**src/rtl/ast_pkg.sv**
```systemverilog
package ast_pkg;

  localparam int OP_W      = 2;
  localparam int IDX_W     = 7;
  localparam int COORD_W   = 10;
  localparam int HGT_W     = 11;
  localparam int X_W       = 11;
  localparam int Y_W       = 12;
  localparam int CFG_IDX_W = 2;

  typedef logic [COORD_W-1:0] coord_t;
  typedef logic [Y_W-1:0]     y_t;

  localparam logic [OP_W-1:0] OP_ADD   = 2'd0;
  localparam logic [OP_W-1:0] OP_PLOT  = 2'd1;
  localparam logic [OP_W-1:0] OP_CLEAR = 2'd2;

  localparam logic [CFG_IDX_W-1:0] REG_WIN_LEFT   = 2'd0;
  localparam logic [CFG_IDX_W-1:0] REG_WIN_TOP    = 2'd1;
  localparam logic [CFG_IDX_W-1:0] REG_WIN_RIGHT  = 2'd2;
  localparam logic [CFG_IDX_W-1:0] REG_WIN_BOTTOM = 2'd3;

  localparam coord_t WIN_LEFT_RST   = 10'd0;
  localparam coord_t WIN_TOP_RST    = 10'd0;
  localparam coord_t WIN_RIGHT_RST  = 10'd127;
  localparam coord_t WIN_BOTTOM_RST = 10'd63;

endpackage

```
**src/rtl/ast_serial_div.sv**
```systemverilog
module ast_serial_div #(
  parameter int DW = 16,
  parameter int QB = 11
) (
  input  logic             clk,
  input  logic             rst,
  input  logic             start,
  input  logic [DW+QB-1:0] num,
  input  logic [DW-1:0]    den,
  output logic             done,
  output logic [QB-1:0]    quo
);

  localparam int CNT_W = $clog2(QB + 1);

  logic [DW-1:0]    rem;
  logic [QB-1:0]    nlo;
  logic [CNT_W-1:0] cnt;
  logic [DW:0]      trial;
  logic             fits;

  // one quotient bit per cycle
  assign trial = {rem, nlo[QB-1]};
  assign fits  = trial >= {1'b0, den};

  always_ff @(posedge clk) begin
    if (rst) begin
      cnt  <= '0;
      done <= 1'b0;
    end else begin
      done <= 1'b0;
      if (start) begin
        cnt <= CNT_W'(QB);
      end else if (cnt != '0) begin
        cnt <= cnt - 1'b1;
        if (cnt == CNT_W'(1)) begin
          done <= 1'b1;
        end
      end
    end
  end

  always_ff @(posedge clk) begin
    if (start) begin
      rem <= num[DW+QB-1:QB];
      nlo <= num[QB-1:0];
    end else if (cnt != '0) begin
      rem <= fits ? DW'(trial - {1'b0, den}) : trial[DW-1:0];
      nlo <= {nlo[QB-2:0], 1'b0};
      quo <= {quo[QB-2:0], fits};
    end
  end

endmodule

```
**src/rtl/autoscaled_scope_trace_unit.sv**
```systemverilog
// autoscaled scope trace unit
// command channel: an item is taken on a rising edge with start high and busy
// low; opcode selects add sample, plot query or clear, sample and point_index
// travel with it. busy stays high until the result has been shown.
// result channel: done is high for exactly one cycle per item, with
// latest_value, point_valid, joins_previous, point_x, point_y and zero_line_y
// valid in that cycle. the receiver cannot stall, so the result is lost if
// not taken in that cycle.
// sequence: each item passes the states read, multiply, divider start,
// divider wait and output; the next item can be taken in the cycle after
// done, not before. the bit-serial dividers (one quotient bit per cycle,
// 11 bits) scale point and zero line in parallel.
// configuration: cfg_we writes cfg_data into window register cfg_index at
// once; write only while busy is low.
// reset (rst, synchronous): window registers to 0, 0, 127, 63, trace empty,
// min, max and latest value zero. the sample store is not cleared; only
// entries written since the last clear reach a valid point.
module autoscaled_scope_trace_unit #(
  parameter int DEPTH       = 128,
  parameter int SAMPLE_BITS = 16
) (
  input  logic                                 clk,
  input  logic                                 rst,
  input  logic                                 start,
  output logic                                 busy,
  input  logic [ast_pkg::OP_W-1:0]             opcode,
  input  logic signed [SAMPLE_BITS-1:0]        sample,
  input  logic [ast_pkg::IDX_W-1:0]            point_index,
  input  logic                                 cfg_we,
  input  logic [ast_pkg::CFG_IDX_W-1:0]        cfg_index,
  input  logic [ast_pkg::COORD_W-1:0]          cfg_data,
  output logic                                 done,
  output logic signed [SAMPLE_BITS-1:0]        latest_value,
  output logic                                 point_valid,
  output logic                                 joins_previous,
  output logic [ast_pkg::X_W-1:0]              point_x,
  output logic signed [ast_pkg::Y_W-1:0]       point_y,
  output logic signed [ast_pkg::Y_W-1:0]       zero_line_y
);

  localparam int SB  = SAMPLE_BITS;
  localparam int HW  = ast_pkg::HGT_W;
  localparam int NW  = SB + HW;
  localparam int AW  = $clog2(DEPTH);
  localparam int FW  = $clog2(DEPTH + 1);
  localparam int CW  = (FW > HW) ? FW : HW;
  localparam int PW  = ((AW > ast_pkg::IDX_W) ? AW : ast_pkg::IDX_W) + 2;
  localparam int YW  = ast_pkg::Y_W;

  localparam logic [2:0] S_IDLE = 3'd0;
  localparam logic [2:0] S_READ = 3'd1;
  localparam logic [2:0] S_MUL  = 3'd2;
  localparam logic [2:0] S_DIVS = 3'd3;
  localparam logic [2:0] S_DIVW = 3'd4;
  localparam logic [2:0] S_OUT  = 3'd5;

  logic [2:0] state;
  logic [2:0] state_next;

  ast_pkg::coord_t win_left;
  ast_pkg::coord_t win_top;
  ast_pkg::coord_t win_right;
  ast_pkg::coord_t win_bottom;

  logic signed [SB-1:0] store [DEPTH];
  logic [AW-1:0]        write_pos;
  logic [AW-1:0]        newest_pos;
  logic [FW-1:0]        fill_count;
  logic signed [SB-1:0] run_min;
  logic signed [SB-1:0] run_max;
  logic signed [SB-1:0] last_sample;
  logic                 first_pending;

  logic [ast_pkg::OP_W-1:0]  op_r;
  logic [ast_pkg::IDX_W-1:0] k_r;
  logic signed [SB-1:0]      rd_data;
  logic                      valid_r;
  logic [ast_pkg::X_W-1:0]   x_r;
  logic [NW-1:0]             num_p;
  logic [NW-1:0]             num_z;
  logic [SB-1:0]             range_r;
  ast_pkg::y_t               py_r;
  ast_pkg::y_t               zy_r;

  logic                 acc;
  logic [HW-1:0]        hgt;
  logic [HW-1:0]        wraw;
  logic [CW-1:0]        wid;
  logic [CW-1:0]        kx;
  logic [PW-1:0]        pos_sum;
  logic [AW-1:0]        rd_pos;
  logic signed [SB-1:0] zc;
  logic [SB-1:0]        pdiff;
  logic [SB-1:0]        zdiff;
  logic [CW:0]          x_full;
  ast_pkg::y_t          y_base;
  logic                 div_start;
  logic                 done_p;
  logic                 done_z;
  logic [HW-1:0]        quo_p;
  logic [HW-1:0]        quo_z;

  assign busy = state != S_IDLE;
  assign acc  = start && !busy;

  // window geometry
  assign hgt  = HW'(1) + ((win_bottom >= win_top) ? HW'(win_bottom - win_top)
                                                   : HW'(win_top - win_bottom));
  assign wraw = HW'(1) + ((win_right >= win_left) ? HW'(win_right - win_left)
                                                   : HW'(win_left - win_right));
  assign wid  = (CW'(wraw) > CW'(DEPTH)) ? CW'(DEPTH) : CW'(wraw);
  assign kx   = CW'(k_r);

  // ring position of the k-th newest sample
  assign pos_sum = PW'(newest_pos) + PW'(DEPTH) - PW'(k_r);
  assign rd_pos  = (pos_sum >= PW'(DEPTH)) ? AW'(pos_sum - PW'(DEPTH)) : AW'(pos_sum);

  // zero clamped into min..max
  always_comb begin
    zc = '0;
    if (run_min > zc) begin
      zc = run_min;
    end else if (run_max < zc) begin
      zc = run_max;
    end
  end

  assign pdiff  = rd_data - run_min;
  assign zdiff  = zc - run_min;
  assign x_full = (CW + 1)'(win_left) + (CW + 1)'(wid) - (CW + 1)'(1) - (CW + 1)'(kx);
  assign y_base = YW'(win_top) + YW'(hgt) - YW'(1);
  assign div_start = state == S_DIVS;

  always_comb begin
    state_next = state;
    case (state)
      S_IDLE: begin
        if (acc) begin
          state_next = S_READ;
        end
      end
      S_READ: state_next = S_MUL;
      S_MUL:  state_next = S_DIVS;
      S_DIVS: state_next = S_DIVW;
      S_DIVW: begin
        if (done_p && done_z) begin
          state_next = S_OUT;
        end
      end
      S_OUT:  state_next = S_IDLE;
      default: state_next = S_IDLE;
    endcase
  end

  always_ff @(posedge clk) begin
    if (rst) begin
      state <= S_IDLE;
    end else begin
      state <= state_next;
    end
  end

  // window registers
  always_ff @(posedge clk) begin
    if (rst) begin
      win_left   <= ast_pkg::WIN_LEFT_RST;
      win_top    <= ast_pkg::WIN_TOP_RST;
      win_right  <= ast_pkg::WIN_RIGHT_RST;
      win_bottom <= ast_pkg::WIN_BOTTOM_RST;
    end else if (cfg_we) begin
      case (cfg_index)
        ast_pkg::REG_WIN_LEFT:   win_left   <= cfg_data;
        ast_pkg::REG_WIN_TOP:    win_top    <= cfg_data;
        ast_pkg::REG_WIN_RIGHT:  win_right  <= cfg_data;
        ast_pkg::REG_WIN_BOTTOM: win_bottom <= cfg_data;
        default: ;
      endcase
    end
  end

  // trace state
  always_ff @(posedge clk) begin
    if (rst) begin
      write_pos     <= '0;
      newest_pos    <= '0;
      fill_count    <= '0;
      run_min       <= '0;
      run_max       <= '0;
      last_sample   <= '0;
      first_pending <= 1'b1;
    end else if (acc) begin
      case (opcode)
        ast_pkg::OP_ADD: begin
          last_sample <= sample;
          if (first_pending || sample < run_min) begin
            run_min <= sample;
          end
          if (first_pending || sample > run_max) begin
            run_max <= sample;
          end
          first_pending <= 1'b0;
          newest_pos    <= write_pos;
          write_pos     <= (write_pos == AW'(DEPTH - 1)) ? '0 : write_pos + 1'b1;
          if (fill_count < FW'(DEPTH)) begin
            fill_count <= fill_count + 1'b1;
          end
        end
        ast_pkg::OP_CLEAR: begin
          write_pos     <= '0;
          newest_pos    <= '0;
          fill_count    <= '0;
          run_min       <= '0;
          run_max       <= '0;
          last_sample   <= '0;
          first_pending <= 1'b1;
        end
        default: ;
      endcase
    end
  end

  // sample store
  always_ff @(posedge clk) begin
    if (acc && opcode == ast_pkg::OP_ADD) begin
      store[write_pos] <= sample;
    end
  end

  always_ff @(posedge clk) begin
    if (state == S_READ) begin
      rd_data <= store[rd_pos];
    end
  end

  // item datapath
  always_ff @(posedge clk) begin
    if (acc) begin
      op_r <= opcode;
      k_r  <= point_index;
    end
    if (state == S_READ) begin
      valid_r <= (op_r == ast_pkg::OP_PLOT) && (kx < wid) && (kx < CW'(fill_count));
      x_r     <= x_full[ast_pkg::X_W-1:0];
    end
    if (state == S_MUL) begin
      num_p   <= NW'(pdiff) * NW'(hgt);
      num_z   <= NW'(zdiff) * NW'(hgt);
      range_r <= run_max - run_min;
    end
    if (state == S_DIVW && done_p) begin
      if (range_r == '0) begin
        py_r <= YW'(win_top);
        zy_r <= YW'(win_top);
      end else begin
        py_r <= y_base - YW'(quo_p);
        zy_r <= y_base - YW'(quo_z);
      end
    end
  end

  ast_serial_div #(.DW(SB), .QB(HW)) u_div_point (
    .clk   (clk),
    .rst   (rst),
    .start (div_start),
    .num   (num_p),
    .den   (range_r),
    .done  (done_p),
    .quo   (quo_p)
  );

  ast_serial_div #(.DW(SB), .QB(HW)) u_div_zero (
    .clk   (clk),
    .rst   (rst),
    .start (div_start),
    .num   (num_z),
    .den   (range_r),
    .done  (done_z),
    .quo   (quo_z)
  );

  assign done           = state == S_OUT;
  assign latest_value   = last_sample;
  assign point_valid    = valid_r;
  assign joins_previous = valid_r && (k_r != '0);
  assign point_x        = valid_r ? x_r : '0;
  assign point_y        = valid_r ? py_r : '0;
  assign zero_line_y    = zy_r;

endmodule

```
**config.mk**
```make
export PLATFORM = sky130hd
export DESIGN_NAME = autoscaled_scope_trace_unit
export DESIGN_NICKNAME = d
export VERILOG_FILES = /design/src/rtl/ast_pkg.sv /design/src/rtl/ast_serial_div.sv /design/src/rtl/autoscaled_scope_trace_unit.sv
export SDC_FILE = /design/constraint.sdc
export NUM_CORES = 2
export LEC_CHECK = 0
export ABC_AREA = 0
export BUFFER_PORTS_ARGS = -buffer_cell sky130_fd_sc_hd__buf_2
export CAP_MARGIN = 20
export CORE_UTILIZATION = 45
export CTS_CLUSTER_SIZE = 40
export DETAILED_ROUTE_END_ITERATION = 10
export PLACE_DENSITY = 0.7
export SKIP_CTS_REPAIR_TIMING = 1
export SYNTH_ARGS = -nofsm -noshare
export SYNTH_HDL_FRONTEND = slang
export SYNTH_SLANG_ARGS = --single-unit
```
**constraint.sdc**
```tcl
create_clock -name clk -period 17.87 [get_ports clk]
set_input_delay 1.787 -clock clk [delete_from_list [all_inputs] [get_ports clk]]
set_output_delay 1.787 -clock clk [all_outputs]
set_load 0.03 [all_outputs]
```
==> flow_summary.json <==
{
  "cts_tree": "built",
  "critPathTopFamily": "compound AO/OA/AOI/OAI gates",
  "die_h_um": 498,
  "maxSlewHeadroom_pct": 18.9,
  "fmax_mhz": 101,
  "r2r_start": "win_top[8]",
  "grt_max_degree": 137,
  "fin_skew_ns": 0.108,
  "crit_type": "register to register",
  "fin_crit_sh_pct": 55.7,
  "synth_area_leaders": "edfxtp_1 (61%), mux4_2 (13%), fa_1 (4.9%)",
  "yosysWarnings": 0,
  "grt-ovfl-total": 0,
  "endpoint_kind": "register",
  "cp_slowest_cell": "a41oi_2",
  "synth_top_area_share_pct": 61.1,
  "seqCellArea_um2": 70200,
  "holdPathEnd": "latest_value[15]",
  "detail-route-antenna-nets": 0,
  "cts-htree-levels": 4,
  "powerDensity_nw_per_um2": 194,
  "cts_inserted_buffers": 230,
  "period_minus_slack_ns": 9.95,
  "cts_num_sinks": 2379,
  "vdd_drop_max_mv": 0.656,
  "vias": 61600,
  "drc": 0,
  "synth_common_cells": "edfxtp_1 (2255), mux4_2 (640), inv_1 (491)",
  "crit_required_ns": 18.41,
  "gp_congestion": 0.886,
  "cp_max_fo": 21,
  "reg2reg_to": "num_z[26]",
  "ys_ff_latch": 2379,
  "synthToLayoutAreaGrowth_pct": 11.9,
  "tightest_slew_ns": 1.22,
  "wl_mm": 278,
  "hold_class": "register to register",
  "wl_per_cell_um": 26.5,
  "vias_per_cell": 5.89,
  "dp_hpwl_mm": 177,
  "synth_ff_type": "edfxtp_1",
  "reg2reg_setup_slack_ns": 7.92,
  "fillers": 19500,
  "dieArea_um2": 248000,
  "critPathMaxStageDelay_ns": 0.62,
  "portBuffers": 95,
  "fp.dieW_um": 498,
  "synth-edff-count": 2255,
  "cts.clk_slew.worst_paths_ns": 0.06,
  "synthCells": 6815,
  "grt_pass1_wl_mm": 409,
  "startpoint_type": "register",
  "crit_path_frequent_cell": "fa_1",
  "rsz0062_at_grt": "no",
  "dr.first_iter.drc_count": 6686,
  "synthesis.area_um2": 111000,
  "ios": 96,
  "min-delay-start": "latest_value[15]",
  "maxCapViolations": 0,
  "final_util_pct": 50.8,
  "layout-drive-gt1-share_pct": 19.4,
  "multi_input_area_um2": 37800,
  "drt_pass1_iterations": 8,
  "syn_avg_cell_area_um2": 16.3,
  "yosysTopAreaCell": "edfxtp_1",
  "core-area_um2": 244000,
  "fin_nets": 7729,
  "status": "completed",
  "drv_slew": 0,
  "async_reset_ff_share_pct": 0,
  "antenna_found_initial": 21,
  "hold_viol": 0,
  "setup_viol": 0,
  "worstRegToRegCells": 33,
  "cp.arrival_ns": 10.49,
  "clkLatencyLatePin_ns": 0.90,
  "grt_pass1_vias": 61900,
  "cts_root_buf": "clkbuf_16",
  "yosysSeqAreaShare_pct": 63.3,
  "clockBufferDepth": 3,
  "hold_depth": 2,
  "grt.total_usage_pct": 22.2,
  "p_leak_nw": 43.2,
  "fin_setup_tns_ns": 0,
  "num_rows": 181,
  "crit_buf_inv": 5,
  "yosysUniqueCellTypes": 85,
  "yosysMostFrequentCell": "edfxtp_1",
  "start_util_pct": 45.4
}
==> through the flow <==
step | total power [mW] | cell area, um2 | instances | worst slack [ns] | hold WS, ns
after floorplan | 16.2 | 111000 | 6816 | 9.54 | 0.426
after global placement | 19.1 | 116000 | 10000 | 8.25 | 0.437
after detailed placement | 19.2 | 116000 | 10000 | 8.03 | 0.437
after CTS | 24.2 | 124000 | 10500 | 7.95 | 0.450
after global routing | 26.0 | 124000 | 10500 | 7.36 | 0.466
final | 24.1 | 124000 | 10500 | 7.92 | 0.449
==> worst max-delay path by stage <==
stage               slack, ns        end        start  depth (start not counted)
finish                   7.92  num_z[26]   win_top[8]                         33
global route             7.36  num_z[26]   win_top[8]                         33
CTS                      7.95  num_z[26]   win_top[8]                         33
detailed placement       8.03  num_z[26]   win_top[8]                         33
global placement         8.25  num_z[26]   win_top[8]                         34
floorplan                9.54  num_z[26]  run_min[15]                         36
==> cells in the final DEF (no fill, tap or decap), types with 231 or more instances in the layout <==
master        n
a21oi_1     237
buf_4       233
clkbuf_16   231
edfxtp_1   2255
fa_1        270
ha_1        352
inv_1       491
mux4_2      640
nand2_1     470
nor2_1      459
==> report_power, final <==
part           switching, mW  internal (mW)  leakage (nW)
registers             0.0743           6.84          21.3
logic                   7.07           5.22          18.1
clock network           2.13           2.78          3.70
==> logic make-up after synthesis <==
group	share of synthesized area, %
buffers and inverters	2.78
muxes	13.9
DFF	63.3
adders and majority gates	8.88
and+or+nand+nor	5.74
other	0.00338
xor gates and xnor gates	1.59
AOI/OAI and AO/OA	3.77
==> sequential cells by signal (all words and copies together), names as in the netlist, 16 cells and up <==
register,flops
store,2048
num_p,27
num_z,27
latest_value,16
range_r,16
rd_data,16
run_max,16
run_min,16
u_div_point.rem,16
u_div_zero.rem,16
==> metal layers <==
metal | global-route usage [%] | vias up | share of wire, %
li1 | - | 26300 | -
met1 | 30.2 | 32100 | 40
met2 | 36.6 | 2772 | 49
met3 | 4.08 | 480 | 8.5
met4 | 6.36 | 10 | 3.0
met5 | 0 | - | 0.025
==> worst min-delay path, stage by stage, from the launching register on <==
cell	delay [ns]
dfxtp_1	0.31
nand2_1	0.05
a21oi_1	0.05
==> layout make-up <==
type	instances	area share, %
flip-flops and latches	2379	56.6
multi-input cells	3627	30.5
clock buffers	286	4.90
well taps	3202	3.23
repair buffers	328	1.97
inverters	498	1.51
clock inverters	149	1.29
diodes	3	0.00605
No activity file was read; power rests on OpenSTA's default activity.
